## src/hw/rtl/wscg_pkg.sv

```systemverilog
`timescale 1ns / 1ps
`default_nettype none
// ----------------------------------------------------------------------------
// wscg_pkg: shared types and constants for the channel symbol generator
// encoder polynomials, frame geometry, sync vector and register codes
// ----------------------------------------------------------------------------
package wscg_pkg;

  localparam int unsigned CALL_W        = 28;
  localparam int unsigned GRID_W        = 22;
  localparam int unsigned MSG_W         = CALL_W + GRID_W;
  localparam int unsigned ENC_W         = 32;
  localparam int unsigned FRAME_SYMBOLS = 162;
  localparam int unsigned IDX_W         = 8;
  localparam int unsigned TONE_W        = 2;
  localparam int unsigned CFG_IDX_W     = 1;
  localparam int unsigned CFG_DATA_W    = 28;

  localparam logic [ENC_W-1:0] GEN_A = 32'hf2d0_5351;
  localparam logic [ENC_W-1:0] GEN_B = 32'he461_3c47;

  localparam logic [IDX_W-1:0] LAST_INDEX   = IDX_W'(FRAME_SYMBOLS - 1);
  localparam logic [IDX_W-1:0] FRAME_LIMIT  = IDX_W'(FRAME_SYMBOLS);
  localparam logic [IDX_W-1:0] LAST_WALK    = '1;

  // register indexes on the config port
  localparam logic [CFG_IDX_W-1:0] REG_CALL_WORD       = 1'b0;
  localparam logic [CFG_IDX_W-1:0] REG_GRID_POWER_WORD = 1'b1;

  // sync bit per symbol, index 0 leftmost
  localparam logic [0:FRAME_SYMBOLS-1] SYNC_VEC = {
    20'b11000000100011100010, 20'b01011110000000100101,
    20'b00000010110011010001, 20'b10100001101010101001,
    20'b00101100011010100010, 20'b00001001001110110011,
    20'b01000111000001010011, 20'b00000001101011000110,
    2'b00};

  typedef enum logic [1:0] {
    ST_IDLE,
    ST_BUILD,
    ST_EMIT
  } state_e;

  function automatic logic [IDX_W-1:0] bit_rev(input logic [IDX_W-1:0] val);
    logic [IDX_W-1:0] res;
    for (int k = 0; k < int'(IDX_W); k++) begin
      res[k] = val[IDX_W-1-k];
    end
    return res;
  endfunction

endpackage
`default_nettype wire

```

## src/hw/rtl/wscg_if.sv

```systemverilog
`timescale 1ns / 1ps
`default_nettype none
// ----------------------------------------------------------------------------
// wscg channel interfaces
// valid/ready channels for config writes, symbol requests and symbols out
// ----------------------------------------------------------------------------
interface wscg_cfg_if;
  logic                                valid;
  logic                                ready;
  logic [wscg_pkg::CFG_IDX_W-1:0]      index;
  logic [wscg_pkg::CFG_DATA_W-1:0]     data;
  modport source (output valid, index, data, input ready);
  modport sink   (input valid, index, data, output ready);
endinterface

interface wscg_in_if;
  logic valid;
  logic ready;
  logic restart;
  modport source (output valid, restart, input ready);
  modport sink   (input valid, restart, output ready);
endinterface

interface wscg_out_if;
  logic                            valid;
  logic                            ready;
  logic [wscg_pkg::TONE_W-1:0]     tone;
  logic [wscg_pkg::IDX_W-1:0]      symbol_index;
  logic                            last_symbol;
  modport source (output valid, tone, symbol_index, last_symbol, input ready);
  modport sink   (input valid, tone, symbol_index, last_symbol, output ready);
endinterface
`default_nettype wire

```

## src/hw/rtl/wscg_ram.sv

```systemverilog
`timescale 1ns / 1ps
`default_nettype none
// ----------------------------------------------------------------------------
// wscg_ram: generic simple dual-port ram
// one write port, one read port with registered read data
// ----------------------------------------------------------------------------
module wscg_ram #(
  parameter int unsigned WIDTH = 1,
  parameter int unsigned DEPTH = 162,
  localparam int unsigned AW   = (DEPTH > 1) ? $clog2(DEPTH) : 1
) (
  input  wire logic             clk_i,
  input  wire logic             wr_en_i,
  input  wire logic [AW-1:0]    wr_addr_i,
  input  wire logic [WIDTH-1:0] wr_data_i,
  input  wire logic             rd_en_i,
  input  wire logic [AW-1:0]    rd_addr_i,
  output logic      [WIDTH-1:0] rd_data_o
);

  logic [WIDTH-1:0] mem_q [DEPTH];

  always_ff @(posedge clk_i) begin
    if (wr_en_i) begin
      mem_q[wr_addr_i] <= wr_data_i;
    end
    if (rd_en_i) begin
      rd_data_o <= mem_q[rd_addr_i];
    end
  end

endmodule
`default_nettype wire

```

## src/hw/rtl/wspr_channel_symbol_generator_core.sv

```systemverilog
`timescale 1ns / 1ps
`default_nettype none
// ----------------------------------------------------------------------------
// wspr channel symbol generator core
// k=32 rate 1/2 convolutional encoder, bit-reversal interleaver, 4-fsk mapper
// ----------------------------------------------------------------------------
//
// channel   dir   payload                               transfer meaning
// cfg_if    in    index, data                           write one message word
// req_if    in    restart                               restart frame or next tick
// sym_if    out   tone, symbol_index, last_symbol       one channel symbol
//
// restart: walk over all 256 addresses, one coded bit from the shared masked-parity
// unit per address that bit-reverses into the frame; the last step fetches symbol 0
// plain tick: frame ram read on the transfer edge; EMIT loads the output when free
// reset clears config words, sequencer, frame pointer and output valid;
// the frame ram holds no reset and is fully rewritten by every restart
// requests wait while a frame is built or a symbol waits for the output register
//
module wspr_channel_symbol_generator_core (
  input  wire logic      clk_i,
  input  wire logic      rst_ni,
  wscg_cfg_if.sink       cfg_if,
  wscg_in_if.sink        req_if,
  wscg_out_if.source     sym_if
);

  localparam int unsigned IDX_W = wscg_pkg::IDX_W;
  localparam int unsigned ENC_W = wscg_pkg::ENC_W;
  localparam int unsigned MSG_W = wscg_pkg::MSG_W;

  // config words
  logic [wscg_pkg::CALL_W-1:0] call_q;
  logic [wscg_pkg::GRID_W-1:0] grid_q;

  // sequencer and frame pointer
  wscg_pkg::state_e state_q, state_d;
  logic             active_q, active_d;
  logic [IDX_W-1:0] next_idx_q, next_idx_d;

  // encoder walk
  logic [IDX_W-1:0] walk_q, walk_d;
  logic             p_odd_q, p_odd_d;
  logic [ENC_W-1:0] enc_q, enc_d;
  logic [MSG_W-1:0] msg_q, msg_d;

  // output register
  logic                          out_vld_q, out_vld_d;
  logic [wscg_pkg::TONE_W-1:0]   tone_q;
  logic [IDX_W-1:0]              sym_idx_q;
  logic                          last_q;

  logic             req_xfer;
  logic             cfg_xfer;
  logic             out_load;
  logic             walk_done;
  logic [IDX_W-1:0] perm_idx;
  logic             perm_hit;
  logic             coded_bit;
  logic             ram_wr_en;
  logic             ram_rd_en;
  logic             ram_rd_bit;

  assign cfg_if.ready = 1'b1;
  assign cfg_xfer     = cfg_if.valid & cfg_if.ready;
  assign req_xfer     = req_if.valid & req_if.ready;

  // interleaver address and the shared masked-parity unit
  assign perm_idx  = wscg_pkg::bit_rev(walk_q);
  assign perm_hit  = (perm_idx < wscg_pkg::FRAME_LIMIT);
  assign coded_bit = ^(enc_q & (p_odd_q ? wscg_pkg::GEN_B : wscg_pkg::GEN_A));
  assign walk_done = (walk_q == wscg_pkg::LAST_WALK);

  // next state
  always_comb begin
    state_d = state_q;
    case (state_q)
      wscg_pkg::ST_IDLE: begin
        if (req_xfer) begin
          if (req_if.restart) begin
            state_d = wscg_pkg::ST_BUILD;
          end else if (active_q) begin
            state_d = wscg_pkg::ST_EMIT;
          end
        end
      end
      wscg_pkg::ST_BUILD: begin
        if (walk_done) begin
          state_d = wscg_pkg::ST_EMIT;
        end
      end
      wscg_pkg::ST_EMIT: begin
        if (out_load) begin
          state_d = wscg_pkg::ST_IDLE;
        end
      end
      default: state_d = wscg_pkg::ST_IDLE;
    endcase
  end

  // sequencer outputs
  always_comb begin
    req_if.ready = 1'b0;
    ram_wr_en    = 1'b0;
    ram_rd_en    = 1'b0;
    out_load     = 1'b0;
    case (state_q)
      wscg_pkg::ST_IDLE: begin
        req_if.ready = 1'b1;
        ram_rd_en    = req_xfer & ~req_if.restart & active_q;
      end
      wscg_pkg::ST_BUILD: begin
        ram_wr_en = perm_hit;
        // fetch symbol 0 on the final walk step
        ram_rd_en = walk_done;
      end
      wscg_pkg::ST_EMIT: begin
        out_load = ~out_vld_q | sym_if.ready;
      end
      default: begin
        req_if.ready = 1'b0;
      end
    endcase
  end

  // datapath next values
  always_comb begin
    active_d   = active_q;
    next_idx_d = next_idx_q;
    walk_d     = walk_q;
    p_odd_d    = p_odd_q;
    enc_d      = enc_q;
    msg_d      = msg_q;
    out_vld_d  = out_load | (out_vld_q & ~sym_if.ready);

    if (req_xfer && req_if.restart) begin
      // first message bit enters the encoder right away
      active_d   = 1'b1;
      next_idx_d = '0;
      walk_d     = '0;
      p_odd_d    = 1'b0;
      enc_d      = {{(ENC_W-1){1'b0}}, call_q[wscg_pkg::CALL_W-1]};
      msg_d      = {call_q[wscg_pkg::CALL_W-2:0], grid_q, 1'b0};
    end else if (state_q == wscg_pkg::ST_BUILD) begin
      walk_d = walk_q + 1'b1;
      if (perm_hit) begin
        p_odd_d = ~p_odd_q;
        // shift in the next message bit after both parities are taken
        if (p_odd_q) begin
          enc_d = {enc_q[ENC_W-2:0], msg_q[MSG_W-1]};
          msg_d = {msg_q[MSG_W-2:0], 1'b0};
        end
      end
    end

    if (out_load) begin
      if (next_idx_q == wscg_pkg::LAST_INDEX) begin
        next_idx_d = '0;
        active_d   = 1'b0;
      end else begin
        next_idx_d = next_idx_q + 1'b1;
      end
    end
  end

  // control registers
  always_ff @(posedge clk_i or negedge rst_ni) begin
    if (!rst_ni) begin
      state_q    <= wscg_pkg::ST_IDLE;
      active_q   <= 1'b0;
      next_idx_q <= '0;
      walk_q     <= '0;
      p_odd_q    <= 1'b0;
      out_vld_q  <= 1'b0;
      call_q     <= '0;
      grid_q     <= '0;
    end else begin
      state_q    <= state_d;
      active_q   <= active_d;
      next_idx_q <= next_idx_d;
      walk_q     <= walk_d;
      p_odd_q    <= p_odd_d;
      out_vld_q  <= out_vld_d;
      if (cfg_xfer) begin
        case (cfg_if.index)
          wscg_pkg::REG_CALL_WORD: begin
            call_q <= cfg_if.data[wscg_pkg::CALL_W-1:0];
          end
          wscg_pkg::REG_GRID_POWER_WORD: begin
            grid_q <= cfg_if.data[wscg_pkg::GRID_W-1:0];
          end
          default: begin
            call_q <= call_q;
          end
        endcase
      end
    end
  end

  // encoder shift registers and output payload
  always_ff @(posedge clk_i) begin
    enc_q <= enc_d;
    msg_q <= msg_d;
    if (out_load) begin
      tone_q    <= {ram_rd_bit, wscg_pkg::SYNC_VEC[next_idx_q]};
      sym_idx_q <= next_idx_q;
      last_q    <= (next_idx_q == wscg_pkg::LAST_INDEX);
    end
  end

  // interleaved coded bits
  wscg_ram #(
    .WIDTH (1),
    .DEPTH (wscg_pkg::FRAME_SYMBOLS)
  ) u_frame_ram (
    .clk_i     (clk_i),
    .wr_en_i   (ram_wr_en),
    .wr_addr_i (perm_idx),
    .wr_data_i (coded_bit),
    .rd_en_i   (ram_rd_en),
    .rd_addr_i (next_idx_d),
    .rd_data_o (ram_rd_bit)
  );

  assign sym_if.valid        = out_vld_q;
  assign sym_if.tone         = tone_q;
  assign sym_if.symbol_index = sym_idx_q;
  assign sym_if.last_symbol  = last_q;

endmodule
`default_nettype wire

```

## src/flat_wrapper.sv

```systemverilog
// flat-port wrapper written by rule: the top's interface ports become plain ports
module wspr_channel_symbol_generator_core_flat 
  (clk_i, rst_ni, cfg_if_valid, cfg_if_index, cfg_if_data, cfg_if_ready, req_if_valid, req_if_restart, req_if_ready, sym_if_valid, sym_if_tone, sym_if_symbol_index, sym_if_last_symbol, sym_if_ready);
  wscg_cfg_if cfg_if_i ();
  wscg_in_if req_if_i ();
  wscg_out_if sym_if_i ();
  input  wire logic clk_i;
  input  wire logic rst_ni;
  input wire logic [$bits(cfg_if_i.valid)-1:0] cfg_if_valid;
  input wire logic [$bits(cfg_if_i.index)-1:0] cfg_if_index;
  input wire logic [$bits(cfg_if_i.data)-1:0] cfg_if_data;
  output wire logic [$bits(cfg_if_i.ready)-1:0] cfg_if_ready;
  input wire logic [$bits(req_if_i.valid)-1:0] req_if_valid;
  input wire logic [$bits(req_if_i.restart)-1:0] req_if_restart;
  output wire logic [$bits(req_if_i.ready)-1:0] req_if_ready;
  output wire logic [$bits(sym_if_i.valid)-1:0] sym_if_valid;
  output wire logic [$bits(sym_if_i.tone)-1:0] sym_if_tone;
  output wire logic [$bits(sym_if_i.symbol_index)-1:0] sym_if_symbol_index;
  output wire logic [$bits(sym_if_i.last_symbol)-1:0] sym_if_last_symbol;
  input wire logic [$bits(sym_if_i.ready)-1:0] sym_if_ready;
  assign cfg_if_i.valid = cfg_if_valid;
  assign cfg_if_i.index = cfg_if_index;
  assign cfg_if_i.data = cfg_if_data;
  assign cfg_if_ready = cfg_if_i.ready;
  assign req_if_i.valid = req_if_valid;
  assign req_if_i.restart = req_if_restart;
  assign req_if_ready = req_if_i.ready;
  assign sym_if_valid = sym_if_i.valid;
  assign sym_if_tone = sym_if_i.tone;
  assign sym_if_symbol_index = sym_if_i.symbol_index;
  assign sym_if_last_symbol = sym_if_i.last_symbol;
  assign sym_if_i.ready = sym_if_ready;
  wspr_channel_symbol_generator_core u_core (.clk_i(clk_i), .rst_ni(rst_ni), .cfg_if(cfg_if_i), .req_if(req_if_i), .sym_if(sym_if_i));
endmodule
```

## config.mk

```make
export PLATFORM = sky130hd
export DESIGN_NAME = wspr_channel_symbol_generator_core_flat
export DESIGN_NICKNAME = d
export VERILOG_FILES = /design/src/hw/rtl/wscg_pkg.sv /design/src/hw/rtl/wscg_if.sv /design/src/hw/rtl/wscg_ram.sv /design/src/hw/rtl/wspr_channel_symbol_generator_core.sv /design/src/flat_wrapper.sv
export SDC_FILE = /design/constraint.sdc
export NUM_CORES = 1
export LEC_CHECK = 0
export BUFFER_PORTS_ARGS = -buffer_cell sky130_fd_sc_hd__buf_2
export CAP_MARGIN = 30
export CORE_ASPECT_RATIO = 2
export CORE_MARGIN = 5
export CORE_UTILIZATION = 65
export DETAILED_ROUTE_END_ITERATION = 8
export GPL_ROUTABILITY_DRIVEN = 0
export PLACE_DENSITY = 0.83
export SLEW_MARGIN = 30
export SYNTH_ARGS = -nofsm -noshare
export SYNTH_HDL_FRONTEND = slang
export SYNTH_SLANG_ARGS = --single-unit
```

## constraint.sdc

```tcl
create_clock -name clk_i -period 19.02 [get_ports clk_i]
set_input_delay 2.853 -clock clk_i [delete_from_list [all_inputs] [get_ports clk_i]]
set_output_delay 2.853 -clock clk_i [all_outputs]
set_load 0.02 [all_outputs]
```

## Word level (Yosys, flattened, before mapping)

Memories as Yosys holds them, arrays and structs flattened. A register that Yosys moved wholly into a read port is not among the register bits.
Index checks and enable logic that the tools add are counted.

| storage, ports and cells | value |
|---|---|
| register bits after elaboration | 163 |
| RAM bits | 162 |
| ROM bits | 256 |
| bits of input ports | 35 |
| logic and storage cells | 87 |
| memories | 2 |

Memory list:

| memory | words | width | read ports | clocked after memory_dff | write ports | RTL line | text |
|---|---|---|---|---|---|---|---|
| (name not given) | 256 | 1 | 1 | 1 | 0 | wspr_channel_symbol_generator_core.sv:205 | `tone_q <= {ram_rd_bit, wscg_pkg::SYNC_VEC[next_idx_q]};` |
| u_core.u_frame_ram.mem_q | 162 | 1 | 1 | 1 | 1 | wscg_ram.sv:21 | `logic [WIDTH-1:0] mem_q [DEPTH];` |

| operators by class | value |
|---|---|
| add/sub/neg operators | 2 |
| magnitude comparators | 2 |
| equal/unequal tests | 8 |
| mux-type cells | 34 |
| bitwise logic cells | 13 |
| reduce and logical (&&, ||, !) cells | 12 |

Operators by type and width:

| cell | count |
|---|---|
| $mux 50 | 4 |
| $mux 8 | 5 |
| $and 32x32->32 | 1 |
| $reduce_xor 32->1 | 1 |
| $mux 29 | 1 |
| $mux 1 | 17 |
| $add 8x1->8 const B | 2 |
| $eq 8x8->1 const B | 2 |
| $mux 2 | 5 |
| $ge 9x9->1 const B | 1 |
| $not 8->9 | 1 |
| $lt 8x8->1 const B | 1 |
| $ne 2x1->1 const B | 3 |
| $pmux 2 s3 | 1 |
| $reduce_and 2->1 | 3 |
| $reduce_and 3->1 | 2 |
| $reduce_bool 2->1 | 3 |
| $not 1->1 | 5 |
| $and 1x1->1 | 4 |
| $reduce_and 4->1 | 1 |
| $ne 3x2->1 const B | 1 |
| $eq 2x1->1 const B | 1 |
| $eq 2x2->1 const B | 1 |
| $logic_not 2->1 | 1 |
| 3 further kinds | 4 |

## Logic depth before layout (Yosys ltp)

| logic depth | value |
|---|---|
| depth in word-level cells | 7 |
| mapped depth | 16 |

## Modules after synthesis

Synthesis repeated with hierarchy kept, for this count alone.

| unflattened totals | value |
|---|---|
| cells, all modules | 1111 |
| area total of the unflattened synthesis | 14719.1 um2 |

Modules (own cells, without submodules):

| module | instances | cells each | area an instance (um2) |
|---|---|---|---|
| wscg_ram | 1 | 548 | 7403.4 |
| wspr_channel_symbol_generator_core | 1 | 563 | 7315.8 |

## Worst setup path after synthesis

No wires, ideal clock.

| timing | value |
|---|---|
| path kind | reg2reg |
| start | register u_core.enc_q[12] |
| end | memory u_core.u_frame_ram.mem_q[0], data pin |
| setup time | 1.118 ns |
| arrival time | 5.529 ns |
| data required time | 17.902 ns |
| setup slack | 12.373 ns |
| cell stages (with the launch flop) | 6 |
| path buffers | 0 |
| period minus slack after synthesis | 6.647 ns |
| cell sequence | dfxtp_1 xor2_1 xnor2_1 xnor2_1 xnor2_1 xnor2_1 |

| between the ends | value |
|---|---|
| longest elaborated chain between the ends | 2 |

Ends and longest elaborated chain:

| what | RTL line | text |
|---|---|---|
| start: declaration | wspr_channel_symbol_generator_core.sv:44 | `logic [ENC_W-1:0] enc_q, enc_d;` |
| start signal: assignment | wspr_channel_symbol_generator_core.sv:202 | `enc_q <= enc_d;` |
| $and 32x32->32 | wspr_channel_symbol_generator_core.sv:71 | `assign coded_bit = ^(enc_q & (p_odd_q ? wscg_pkg::GEN_B : wscg_pkg::GEN_A));` |
| $reduce_xor 32->1 | wspr_channel_symbol_generator_core.sv:71 |  |
| via u_core.coded_bit | wspr_channel_symbol_generator_core.sv:59 | `logic coded_bit;` |
| end: declaration | wscg_ram.sv:21 |  |

The timed path passes the listed nets, and every way through them passes these cells.

## Worst setup path after layout

| timing | value |
|---|---|
| start | input port req_if_valid |
| end | register u_core.u_frame_ram.rd_data_o (read register of u_core.u_frame_ram.mem_q), data pin |

| between the ends | value |
|---|---|
| longest elaborated chain between the ends | 4 |

Ends and longest elaborated chain:

| what | RTL line | text |
|---|---|---|
| start: declaration | flat_wrapper.sv:13 | `input wire logic [$bits(req_if_i.valid)-1:0] req_if_valid;` |
| $and 1x1->1 | wspr_channel_symbol_generator_core.sv:66 | `assign req_xfer = req_if.valid & req_if.ready;` |
| $logic_and 1x1->1 | wspr_channel_symbol_generator_core.sv:136 | `if (req_xfer && req_if.restart) begin` |
| $mux 8 | wspr_channel_symbol_generator_core.sv:136 |  |
| $mux 8 | wspr_channel_symbol_generator_core.sv:156 | `if (out_load) begin` |
| via u_core.next_idx_d[1] | wspr_channel_symbol_generator_core.sv:39 | `logic [IDX_W-1:0] next_idx_q, next_idx_d;` |
| end: declaration | wscg_ram.sv:18 | `output logic [WIDTH-1:0] rd_data_o` |

The timed path passes the listed nets, and every way through them passes these cells.
A chain may end at the register's enable or synchronous reset.

==> flow_summary.ini <==
[status]
outcome = completed

[critical_path]
crit_type = in -> reg
worst-path-max-fanout = 26
r2r_cells = 11
end_kind = register
crit_arrival_ns = 6.21
start_kind = primary input
worst-endpoint-required_ns = 19.30

[final_layout]
final_cell_mix = nand2_1, edfxtp_1, nor2_1
stdcell_count = 1636
diodes = 0
seq_area_mm2 = 0.00912
multi_input_area_mm2 = 0.00492
nFillCells = 1547
layout-drive-gt1-share_pct = 12.9
mostFrequentLayoutCell = nand2_1
area_growth_syn_to_layout_pct = 8.13
fin_nets = 1385

[synthesis]
synth_top_family_by_area = simple AND/OR/NAND/NOR gates
syn_inst = 1337
synth_area_mm2 = 0.0145
yosys.area.top_type = edfxtp_1
synthSimpleGateAreaFrac_pct = 19.0
syn_area_per_cell_um2 = 10.8
syn-num-nets = 1382
async_reset_ff_share_pct = 21.8
ys_ff_latch = 326
synth_xor_area_share_pct = 1.57
synth_ff_type = edfxtp_1
synthAdderAreaFrac_pct = 0.864
yosysSeqAreaShare_pct = 63.0
ys_warn_count = 0
synth_compound_area_share_pct = 6.67
yosysTopAreaCellShare_pct = 46.4
synth_mux_area_share_pct = 5.68
synth_edf_count = 224
synth_cell_types = 64
yosys-top-cells-area = edfxtp_1, dfrtp_1, nand2_1, nor2_1, dfxtp_1

[floorplanning]
rows = 77
die_w_um = 116
core_mm2 = 0.0221
die_height_um = 221
ios = 49
dieArea_mm2 = 0.0255
start_util_pct = 65.6

[timing]
report.final.setup_viol = 0
tns_ns = 0
worst_slack_ns = 13.10
fin_hold_ws_ns = 0.453
hold_viol = 0
max_slew.worst_pin.slew_ns = 0.971
period_minus_slack_ns = 5.92
clock_skew_ns = 0.0136
fmax_ghz = 0.169
rsz0062_at_grt = no
finalMaxSlewViolations = 0
period_share_pct = 31.1
relSlewSlack_pct = 35.3

[placed_design]
pre_cts_ws_ns = 12.14
port-buffer-count = 47
dp_hpwl_mm = 21.0
dp.cells = 1586

[clock_tree]
hold_buffers = 0
cts_root_buffer = clkbuf_16
cts_resized = 0
clkLatencyLatePin_ns = 0.55
clk_pin_slew_ns = 0.07
cts_inserted_buffers = 27
cts_buffer_depth = 3
cts_tree = built
clock_sinks = 326
cts_setup_buffers = 0
htreeDepth = 1

[pwr]
power_switching_w = 0.00119
p_clk_share_pct = 16.4
power.internal_w = 0.00215
seqPwrFrac_pct = 50.3
powerDensity_mw_per_mm2 = 214
ir_worst_vdd_uv = 457
comb_power_share_pct = 33.3
netSwitchingFraction_pct = 35.7
cellLeakagePower_nw = 5.79

[grt]
grt_max_degree = 114
overflow = 0
antenna_found_initial = 0
grt.total_usage_pct = 25.7
grt_pass1_vias = 10062
grt_pass1_wl_mm = 51.7

[flow_run]
maxCapViolCount = 0

[detailed_routing]
wl_per_cell_um = 19.6
drc = 0
avgViaCountPerCell = 6.10
first_pass_iters = 5
ant_nets = 0
dr.first_iter.drc_count = 706
routed_wirelength_mm = 32.1
vias = 9981

[min_path]
whs_path_depth = 2
hold_class = reg -> reg
==> area by class of cell <==
class                      count  area share [%]
tap                          276            2.20
multi-input combinational    912            31.4
sequential                   326            58.3
clock inverter                10           0.615
clock buffer                  39            4.87
inverter                      16           0.423
timing repair buffer          57            2.20
==> registers in the layout (all words and copies together), names as in the netlist <==
signal / count
u_core.state_q: 2
u_core.walk_q: 8
u_core.active_q: 1
u_core.msg_q: 49
u_core.sym_if.valid: 1
u_core.sym_if.tone: 2
u_core.u_frame_ram.mem_q: 162
u_core.sym_if.symbol_index: 8
u_core.u_frame_ram.rd_data_o: 1
u_core.next_idx_q: 8
u_core.grid_q: 22
u_core.sym_if.last_symbol: 1
u_core.enc_q: 32
u_core.p_odd_q: 1
u_core.call_q: 28
==> path summary, 6_finish.rpt <==
check                                       start                            to  slack (ns)
worst max-delay path                 req_if_valid  u_core.u_frame_ram.rd_data_o       13.10
worst min-delay path             u_core.enc_q[19]              u_core.enc_q[20]        0.45
worst max register to register  u_core.state_q[1]  u_core.u_frame_ram.rd_data_o       14.88
worst min register to register   u_core.enc_q[19]              u_core.enc_q[20]        0.45
max in group asynchronous                  rst_ni             u_core.call_q[13]       16.24
min in group asynchronous                  rst_ni             u_core.grid_q[20]        2.31
==> logic make-up (layout without fill, tap and decap cells) <==
| kind of cell | after synthesis | in the layout |
|---|---|---|
| xor gates and xnor gates | 26 | 26 |
| adders and majority gates | 10 | 10 |
| buffers and inverters | 99 | 122 |
| muxes | 76 | 76 |
| other | 1 | 1 |
| DFF | 326 | 326 |
| and+or+nand+nor | 663 | 663 |
| AOI/OAI and AO/OA | 136 | 136 |
==> through the flow <==
step           instance area [um^2]  util, %  total power (W)
2_1_floorplan                 14500        -          0.00214
3_3_place_gp                  14700     66.8          0.00274
3_5_place_dp                  14800     67.0          0.00278
4_1_cts                       15600     70.8          0.00332
5_1_grt                       15700     71.0          0.00350
6_report                      15700     71.0          0.00335
==> cells in the mapped netlist (8+ instances only) <==
cell	number
a211oi_1	8
a21oi_1	56
a32oi_1	16
buf_2	13
buf_4	13
clkbuf_1	50
dfrtp_1	71
dfxtp_1	31
edfxtp_1	224
ha_1	10
inv_1	10
mux2_2	50
mux2i_1	26
nand2_1	360
nand2b_1	8
nand3_1	57
nand4_1	9
nor2_1	188
nor2b_1	9
o21ai_0	15
xnor2_1	18
xor2_1	8
==> metal layers <==
metal | global-route usage (%) | vias up | wire, um
li1 | - | 4599 | -
met1 | 28.7 | 4828 | 10700
met2 | 46.0 | 417 | 17500
met3 | 3.14 | 137 | 1900
met4 | 14.6 | 0 | 2010
met5 | 0 | - | 0
==> worst max-delay path: stages <==
cell and delay (ns):
buf_2 0.11, and4bb_4 0.22, buf_4 0.30, a21oi_2 0.13, a32oi_2 0.64, inv_2 0.25
nor2_2 0.62, nand3_1 0.16, a31oi_1 0.24, a2111oi_2 0.08, a2111oi_2 0.51, a41oi_2 0.07
==> power groups by stage <==
stage	registers [W]	logic, W	clock network [W]
final	0.00168	0.00112	0.000549
after global routing	0.00170	0.00122	0.000584
after CTS	0.00168	0.00109	0.000553
after detailed placement	0.00170	0.00108	0
after global placement	0.00169	0.00104	0
after floorplan	0.00151	0.000626	0
Power figures use the tool's default switching activity.
